==> config.mk <==
export PLATFORM = sky130hd
export DESIGN_NAME = mac_rx_filter_dedup_ack
export DESIGN_NICKNAME = d
export VERILOG_FILES = /design/src/design/mrfd_pkg.sv /design/src/design/mrfd_front.sv /design/src/design/mrfd_queue.sv /design/src/design/mrfd_back.sv /design/src/design/mac_rx_filter_dedup_ack.sv
export SDC_FILE = /design/constraint.sdc
export NUM_CORES = 1
export LEC_CHECK = 0
export CAP_MARGIN = 20
export CORE_UTILIZATION = 55
export CTS_BUF_LIST = sky130_fd_sc_hd__clkbuf_16
export DETAILED_ROUTE_END_ITERATION = 16
export DONT_BUFFER_PORTS = 1
export GPL_TIMING_DRIVEN = 0
export PLACE_DENSITY = 0.68
export RECOVER_POWER = 25
export SETUP_SLACK_MARGIN = 0.3
export SLEW_MARGIN = 5
export SYNTH_ARGS = -nofsm -noshare
export SYNTH_HDL_FRONTEND = slang
export SYNTH_SLANG_ARGS = --single-unit
==> constraint.sdc <==
create_clock -name clk -period 18.05 [get_ports clk]
set_clock_uncertainty 0.15 [all_clocks]
set_input_delay 3.61 -clock clk [delete_from_list [all_inputs] [get_ports clk]]
set_output_delay 3.61 -clock clk [all_outputs]
set_load 0.005 [all_outputs]
==> src/design/mrfd_pkg.sv <==
`timescale 1ns / 1ps

package mrfd_pkg;

  // Field widths of the frame header facts.
  localparam int AddrW = 16;
  localparam int LenW = 7;
  localparam int SeqW = 8;
  localparam int KindW = 3;

  // History of (sender, sequence) pairs used by the duplicate check.
  localparam int HistDepth = 8;

  // Depth of the queue between the classifier and the history stage.
  localparam int QDepth = 2;
  localparam int QPtrW = (QDepth > 1) ? $clog2(QDepth) : 1;
  localparam int QCntW = $clog2(QDepth + 1);

  // Configuration port.
  localparam int CfgIdxW = 3;
  localparam int CfgDataW = 16;

  localparam logic [CfgIdxW-1:0] RegOwnAddress = 3'd0;
  localparam logic [CfgIdxW-1:0] RegIgnoreAck = 3'd1;
  localparam logic [CfgIdxW-1:0] RegAddrFilter = 3'd2;
  localparam logic [CfgIdxW-1:0] RegDupCheck = 3'd3;
  localparam logic [CfgIdxW-1:0] RegSendAck = 3'd4;

  // Frame constants.
  localparam logic [LenW-1:0] AckFrameLen = 7'd3;
  localparam logic [KindW-1:0] KindData = 3'd1;
  localparam logic [AddrW-1:0] NullAddress = '0;

  typedef enum logic [2:0] {
    VERDICT_DELIVER     = 3'd0,
    VERDICT_IGNORED_ACK = 3'd1,
    VERDICT_PARSE_FAIL  = 3'd2,
    VERDICT_NOT_FOR_US  = 3'd3,
    VERDICT_DUPLICATE   = 3'd4
  } verdict_t;

  typedef struct packed {
    logic             parse_ok;
    logic [LenW-1:0]  frame_length;
    logic [AddrW-1:0] dest_address;
    logic [AddrW-1:0] src_address;
    logic [SeqW-1:0]  sequence_number;
    logic [KindW-1:0] frame_kind;
    logic             ack_request;
  } in_t;

  typedef struct packed {
    verdict_t        verdict;
    logic            send_ack;
    logic [SeqW-1:0] ack_sequence;
  } out_t;

  // Classified request handed from the front to the back.
  typedef struct packed {
    verdict_t         early_verdict;
    logic             reach;
    logic             dup_check;
    logic             ack_cand;
    logic [AddrW-1:0] src;
    logic [SeqW-1:0]  seq;
  } q_item_t;

  // Handshake between two stages.
  typedef struct packed {
    logic valid;
    logic ready;
  } hs_t;

endpackage

==> src/design/mrfd_front.sv <==
`timescale 1ns / 1ps

module mrfd_front (
  input  logic                          clk,
  input  logic                          rst_n,
  input  logic                          cfg_valid,
  output logic                          cfg_ready,
  input  logic [mrfd_pkg::CfgIdxW-1:0]  cfg_index,
  input  logic [mrfd_pkg::CfgDataW-1:0] cfg_data,
  input  mrfd_pkg::in_t                 req,
  output mrfd_pkg::q_item_t             item
);

  logic [mrfd_pkg::AddrW-1:0] own_address_r;
  logic                       ignore_ack_r;
  logic                       addr_filter_r;
  logic                       dup_check_r;
  logic                       send_ack_r;

  logic ignored;
  logic not_for_us;
  logic to_us;

  // Configuration registers; writes to unknown indexes are dropped.
  assign cfg_ready = 1'b1;

  always_ff @(posedge clk) begin
    if (!rst_n) begin
      own_address_r <= '0;
      ignore_ack_r  <= 1'b0;
      addr_filter_r <= 1'b1;
      dup_check_r   <= 1'b0;
      send_ack_r    <= 1'b0;
    end else if (cfg_valid && cfg_ready) begin
      case (cfg_index)
        mrfd_pkg::RegOwnAddress: own_address_r <= cfg_data[mrfd_pkg::AddrW-1:0];
        mrfd_pkg::RegIgnoreAck:  ignore_ack_r  <= cfg_data[0];
        mrfd_pkg::RegAddrFilter: addr_filter_r <= cfg_data[0];
        mrfd_pkg::RegDupCheck:   dup_check_r   <= cfg_data[0];
        mrfd_pkg::RegSendAck:    send_ack_r    <= cfg_data[0];
        default: ;
      endcase
    end
  end

  // Filter checks in priority order: ignored ack, parse failure, address.
  assign ignored    = ignore_ack_r && (req.frame_length == mrfd_pkg::AckFrameLen);
  assign to_us      = (req.dest_address == own_address_r);
  assign not_for_us = addr_filter_r && !to_us
                      && (req.dest_address != mrfd_pkg::NullAddress);

  always_comb begin
    item.reach         = 1'b0;
    item.early_verdict = mrfd_pkg::VERDICT_DELIVER;
    if (ignored) begin
      item.early_verdict = mrfd_pkg::VERDICT_IGNORED_ACK;
    end else if (!req.parse_ok) begin
      item.early_verdict = mrfd_pkg::VERDICT_PARSE_FAIL;
    end else if (not_for_us) begin
      item.early_verdict = mrfd_pkg::VERDICT_NOT_FOR_US;
    end else begin
      item.reach = 1'b1;
    end
    item.dup_check = item.reach && dup_check_r;
    item.ack_cand  = item.reach && send_ack_r && to_us && req.ack_request
                     && (req.frame_kind == mrfd_pkg::KindData);
    item.src       = req.src_address;
    item.seq       = req.sequence_number;
  end

endmodule

==> src/design/mrfd_queue.sv <==
`timescale 1ns / 1ps

module mrfd_queue (
  input  logic              clk,
  input  logic              rst_n,
  input  logic              push_valid,
  output logic              push_ready,
  input  mrfd_pkg::q_item_t push_item,
  output mrfd_pkg::hs_t     pop_hs_o,
  input  logic              pop_ready,
  output mrfd_pkg::q_item_t pop_item
);

  mrfd_pkg::q_item_t             slot_r [mrfd_pkg::QDepth];
  logic [mrfd_pkg::QPtrW-1:0]    wr_ptr_r;
  logic [mrfd_pkg::QPtrW-1:0]    rd_ptr_r;
  logic [mrfd_pkg::QCntW-1:0]    count_r;
  logic [mrfd_pkg::QCntW-1:0]    count_nxt;
  logic                          do_push;
  logic                          do_pop;

  localparam logic [mrfd_pkg::QPtrW-1:0] LastPtr = mrfd_pkg::QPtrW'(mrfd_pkg::QDepth - 1);
  localparam logic [mrfd_pkg::QCntW-1:0] FullCnt = mrfd_pkg::QCntW'(mrfd_pkg::QDepth);

  assign push_ready     = (count_r != FullCnt);
  assign pop_hs_o.valid = (count_r != '0);
  assign pop_hs_o.ready = pop_ready;
  assign pop_item       = slot_r[rd_ptr_r];
  assign do_push        = push_valid && push_ready;
  assign do_pop         = pop_hs_o.valid && pop_ready;

  always_comb begin
    count_nxt = count_r;
    if (do_push && !do_pop) begin
      count_nxt = count_r + 1'b1;
    end else if (do_pop && !do_push) begin
      count_nxt = count_r - 1'b1;
    end
  end

  // Pointers and fill count.
  always_ff @(posedge clk) begin
    if (!rst_n) begin
      wr_ptr_r <= '0;
      rd_ptr_r <= '0;
      count_r  <= '0;
    end else begin
      count_r <= count_nxt;
      if (do_push) begin
        wr_ptr_r <= (wr_ptr_r == LastPtr) ? '0 : wr_ptr_r + 1'b1;
      end
      if (do_pop) begin
        rd_ptr_r <= (rd_ptr_r == LastPtr) ? '0 : rd_ptr_r + 1'b1;
      end
    end
  end

  // Storage slots carry payload only.
  always_ff @(posedge clk) begin
    if (do_push) begin
      slot_r[wr_ptr_r] <= push_item;
    end
  end

endmodule

==> src/design/mrfd_back.sv <==
`timescale 1ns / 1ps

module mrfd_back (
  input  logic              clk,
  input  logic              rst_n,
  input  mrfd_pkg::hs_t     q_hs,
  input  mrfd_pkg::q_item_t q_item,
  output logic              q_pop_ready,
  output logic              out_valid,
  input  logic              out_ready,
  output mrfd_pkg::out_t    out_data
);

  logic [mrfd_pkg::AddrW-1:0] hist_sender_r [mrfd_pkg::HistDepth];
  logic [mrfd_pkg::SeqW-1:0]  hist_seq_r    [mrfd_pkg::HistDepth];
  logic                       out_valid_r;
  mrfd_pkg::out_t             out_r;
  mrfd_pkg::out_t             out_nxt;
  logic                       hit;
  logic                       take;
  logic                       do_push;

  // The output register frees when empty or when its result is taken.
  assign q_pop_ready = !out_valid_r || out_ready;
  assign take        = q_hs.valid && q_hs.ready;
  assign out_valid   = out_valid_r;
  assign out_data    = out_r;

  // Compare the pair against every history entry at once.
  always_comb begin
    hit = 1'b0;
    for (int i = 0; i < mrfd_pkg::HistDepth; i++) begin
      if (hist_sender_r[i] == q_item.src && hist_seq_r[i] == q_item.seq) begin
        hit = 1'b1;
      end
    end
  end

  assign do_push = take && q_item.dup_check && !hit;

  // Final verdict and acknowledgment.
  always_comb begin
    out_nxt.verdict = q_item.early_verdict;
    if (q_item.reach) begin
      out_nxt.verdict = (q_item.dup_check && hit) ? mrfd_pkg::VERDICT_DUPLICATE
                                                  : mrfd_pkg::VERDICT_DELIVER;
    end
    out_nxt.send_ack     = q_item.ack_cand;
    out_nxt.ack_sequence = q_item.ack_cand ? q_item.seq : '0;
  end

  // History shift line: a new pair enters at the front.
  always_ff @(posedge clk) begin
    if (!rst_n) begin
      for (int i = 0; i < mrfd_pkg::HistDepth; i++) begin
        hist_sender_r[i] <= '0;
        hist_seq_r[i]    <= '0;
      end
    end else if (do_push) begin
      hist_sender_r[0] <= q_item.src;
      hist_seq_r[0]    <= q_item.seq;
      for (int i = 1; i < mrfd_pkg::HistDepth; i++) begin
        hist_sender_r[i] <= hist_sender_r[i-1];
        hist_seq_r[i]    <= hist_seq_r[i-1];
      end
    end
  end

  // Output register valid flag.
  always_ff @(posedge clk) begin
    if (!rst_n) begin
      out_valid_r <= 1'b0;
    end else if (q_pop_ready) begin
      out_valid_r <= take;
    end
  end

  always_ff @(posedge clk) begin
    if (take) begin
      out_r <= out_nxt;
    end
  end

endmodule

==> src/design/mac_rx_filter_dedup_ack.sv <==
`timescale 1ns / 1ps

// Receive filter for an 802.15.4 MAC: each accepted request of parsed header
// facts yields exactly one result with a verdict and an optional ack request.
// The block takes one request per cycle and returns one result per cycle while
// the result side keeps out_ready high; a result passes through a queue slot
// and then the output register before it is offered on out_valid. The
// classifier feeds a two-entry queue, and the history stage compares all eight
// (sender, sequence) entries in parallel and shifts the history in the same
// cycle, so a frame sees the history left by the frame before it. When the
// result side stalls, the output register and both queue entries fill, and
// in_ready drops after three requests (after two if a result was already
// waiting); it rises again right after the edge at which a result is taken.
// Configuration writes are taken in any cycle but must only be issued while
// no request is in flight; the history clears to zero at reset.

module mac_rx_filter_dedup_ack (
  input  logic                          clk,
  input  logic                          rst_n,
  input  logic                          in_valid,
  output logic                          in_ready,
  input  mrfd_pkg::in_t                 in_data,
  output logic                          out_valid,
  input  logic                          out_ready,
  output mrfd_pkg::out_t                out_data,
  input  logic                          cfg_valid,
  output logic                          cfg_ready,
  input  logic [mrfd_pkg::CfgIdxW-1:0]  cfg_index,
  input  logic [mrfd_pkg::CfgDataW-1:0] cfg_data
);

  mrfd_pkg::q_item_t front_item;
  mrfd_pkg::q_item_t q_item;
  mrfd_pkg::hs_t     q_hs;
  logic              q_pop_ready;

  mrfd_front u_front (
    .clk       (clk),
    .rst_n     (rst_n),
    .cfg_valid (cfg_valid),
    .cfg_ready (cfg_ready),
    .cfg_index (cfg_index),
    .cfg_data  (cfg_data),
    .req       (in_data),
    .item      (front_item)
  );

  mrfd_queue u_queue (
    .clk        (clk),
    .rst_n      (rst_n),
    .push_valid (in_valid),
    .push_ready (in_ready),
    .push_item  (front_item),
    .pop_hs_o   (q_hs),
    .pop_ready  (q_pop_ready),
    .pop_item   (q_item)
  );

  mrfd_back u_back (
    .clk         (clk),
    .rst_n       (rst_n),
    .q_hs        (q_hs),
    .q_item      (q_item),
    .q_pop_ready (q_pop_ready),
    .out_valid   (out_valid),
    .out_ready   (out_ready),
    .out_data    (out_data)
  );

endmodule

==> flow_summary.json <==
{
  "status": "finished, violations left",
  "violations": "max-capacitance violations, max-slew violations",
  "avgSynthCellArea_um2": 13.4,
  "clock_sinks": 288,
  "grt_use_total": 0.266,
  "power_density_nw_per_um2": 132,
  "critPathKind": "reg2reg",
  "io_pins": 91,
  "multiInputGateArea_um2": 6010,
  "portBuffers": 0,
  "endpoint_kind": "flip-flop",
  "placed_cell_area_um2": 15800,
  "synthCells": 1135,
  "area_growth_syn_to_layout_pct": 10.3,
  "synth_top_area_frac": 0.519,
  "drtIter0Drc": 650,
  "ys_top_cells_by_area": "edfxtp_1 (52%), nor3_2 (9.2%), xnor2_1 (7.5%)",
  "htreeDepth": 1,
  "ctsRootBufferMaster": "clkbuf_16",
  "die_y_um": 168,
  "dp_hpwl_mm": 25.6,
  "clockBufferDepth": 3,
  "max_slew_margin": -0.692,
  "fin_crit_ns": 6.84,
  "gr-usage-met3": 0.0437,
  "synth-edff-count": 262,
  "via_per_inst": 5.81,
  "dieArea_um2": 28200,
  "hold_viol": 0,
  "first_global_vias": 9144,
  "ys.flop_type": "edfxtp_1",
  "async_flop_share": 0,
  "use_met1": 0.347,
  "period_share": 0.379,
  "fp-row-count": 60,
  "critPathLaunchType": "flip-flop",
  "crit_fanout": 14,
  "setup_violations": 0,
  "post_cts_buffers": 0,
  "dr_total_vias": 9006,
  "cts_tree": "built",
  "seq_area_frac_synth": 0.554,
  "drt_pass1_iterations": 5,
  "antenna_found_initial": 2,
  "drc": 0,
  "numCtsBuffers": 31,
  "grt_remaining_overflow": 0,
  "grt_max_degree": 31,
  "dp_cells": 1491,
  "grt_first_pass_wirelength_mm": 55.4,
  "drt.antenna.violating_nets": 0,
  "yosysUniqueCellTypes": 42,
  "worst_pin_slew_ns": 2.53,
  "cp.arrival_ns": 6.97,
  "design_area_um2": 16700,
  "netlist_area_um2": 15200,
  "core-area_um2": 27000,
  "gp_congestion": 0.928,
  "cp.required_ns": 18.18,
  "cts_resized": 0,
  "cts.clk_slew.worst_paths_ns": 0.06,
  "grt_util_met2": 0.457,
  "slew_viol_final": 41,
  "ctsHoldBuffers": 0,
  "hold_class": "reg2reg",
  "grt-busiest-layer": "met2",
  "diodes": 0,
  "n_fill_cell": 2092,
  "nets": 1260,
  "wl_per_cell_um": 23.7,
  "finalWirelength_mm": 36.7,
  "start_util": 0.561,
  "whs_ns": 0.325,
  "fp.dieW_um": 168,
  "regArea_um2": 8390,
  "rsz0062_at_grt": "no",
  "synth-seq-cells": 288,
  "yosysTopAreaCell": "edfxtp_1",
  "ir_worst_vdd_v": 0.0000800,
  "fin_cells": 1549,
  "layout-drive-gt1-share": 0.216,
  "drv_cap": 2,
  "leakage_nw": 6.14,
  "synth_fp_nets": 1212,
  "max_freq_mhz": 146,
  "ys_warn_count": 0,
  "clkLatencyLatePin_ns": 0.57
}
[cells in the final DEF (no fill, tap or decap), drive strengths merged, types with 15 or more instances in the layout]
cell / n
a21boi: 17
and2: 54
buf: 50
clkbuf: 76
clkinv: 17
dfxtp: 26
edfxtp: 262
mux2i: 29
nand2: 38
nand3: 125
nand3b: 25
nand4: 26
nor2: 15
nor3: 152
nor4: 41
xnor2: 130
xor2: 81
[Yosys cell counts, types with 2 or more instances]
cell type and number:
nor3_2 140, xor2_1 81, inv_1 6, buf_12 13, a21boi_0 17, nor2_1 15
nor3_1 12, clkbuf_1 43, mux2i_1 5, edfxtp_1 262, nand4_1 26, or4_4 2
buf_6 12, nor4_1 41, buf_8 11, dfxtp_1 26, nand2_1 38, and2_1 54
o21ai_0 3, xnor2_1 130, o21a_1 2, nand3b_1 25, nand3_1 125, nor2b_1 5
mux2i_4 24
[per-stage QoR]
| stage | setup slack, ns | util | setup TNS, ns | total power, mW |
|---|---|---|---|---|
| 2_1_floorplan | 2.53 | - | 0 | 1.43 |
| 3_3_place_gp | -1.41 | 0.576 | -268.38 | 1.63 |
| 3_5_place_dp | 11.40 | 0.584 | 0 | 1.62 |
| 4_1_cts | 12.00 | 0.620 | 0 | 2.21 |
| 5_1_grt | 10.89 | 0.618 | 0 | 2.29 |
| 6_report | 11.21 | 0.618 | 0 | 2.20 |
[critical path, cell delays in order, from the launching register on]
cell	delay [ns]
dfxtp_1	0.31
clkbuf_1	0.48
clkbuf_1	0.53
mux2i_1	1.82
xnor2_1	0.23
nor4_1	0.11
nand4_1	0.11
nor3_1	0.10
or4_4	0.56
buf_6	0.19
o41ai_4	0.75
buf_6	0.26
buf_6	0.20
buf_8	0.18
buf_8	0.17
buf_6	0.18
buf_6	0.19
[cell families (layout without fill, tap and decap cells)]
group                      Yosys count  after routing  synth area share
xor gates and xnor gates           211            211             0.122
AOI/OAI and AO/OA                   29             29            0.0149
buffers and inverters               86            159            0.0496
other                                1              1          0.000247
adders and majority gates            1              1          0.000826
and+or+nand+nor                    490            490             0.220
DFF                                288            288             0.554
muxes                               29             29            0.0390
[worst paths after layout]
check	startpoint	to	slack, ns	cells after the start
max	flip-flop	u_back.hist_sender_r[0][24]$_SDFFCE_PN0P_	11.21	16
min reg2reg	u_front.own_address_r[7]$_SDFFE_PN0P_	u_front.own_address_r[7]$_SDFFE_PN0P_	0.32	2
max reg2reg	flip-flop	u_back.hist_sender_r[0][24]$_SDFFCE_PN0P_	11.21	16
min	u_front.own_address_r[7]$_SDFFE_PN0P_	u_front.own_address_r[7]$_SDFFE_PN0P_	0.32	2
[sequential cells by signal, indices dropped and copies added, names as in the netlist, named ones only]
signal	cells
u_queue.slot_r	58
u_front.addr_filter_r	1
u_back.hist_seq_r	64
u_queue.count_r	2
u_back.out_data	12
u_back.hist_sender_r	128
u_front.own_address_r	16
u_front.dup_check_r	1
u_front.ignore_ack_r	1
u_queue.wr_ptr_r	1
u_back.out_valid	1
u_queue.rd_ptr_r	1
u_front.send_ack_r	1
[metal layers]
metal  wire, um  part of all wire  vias up
li1           -                 -     4259
met1      15400              0.42     4438
met2      18100              0.49      265
met3       2320             0.063       44
met4        903             0.025        0
met5          0                 0        -
[area by class of cell]
cell class	instances	area share
buffer	80	0.0428
clock buffer	31	0.0464
clock inverter	27	0.0112
inverter	6	0.00135
multi-input combinational	761	0.360
sequential	288	0.502
tap	341	0.0255
timing repair buffer	15	0.0110
[report_power, final]
group | total, mW | switching, mW | internal (mW) | leakage [nW]
logic | 0.609 | 0.372 | 0.237 | 2.76
registers | 0.991 | 0.0896 | 0.902 | 2.88
clock network | 0.602 | 0.261 | 0.341 | 0.504
Power figures use the tool's default switching activity.
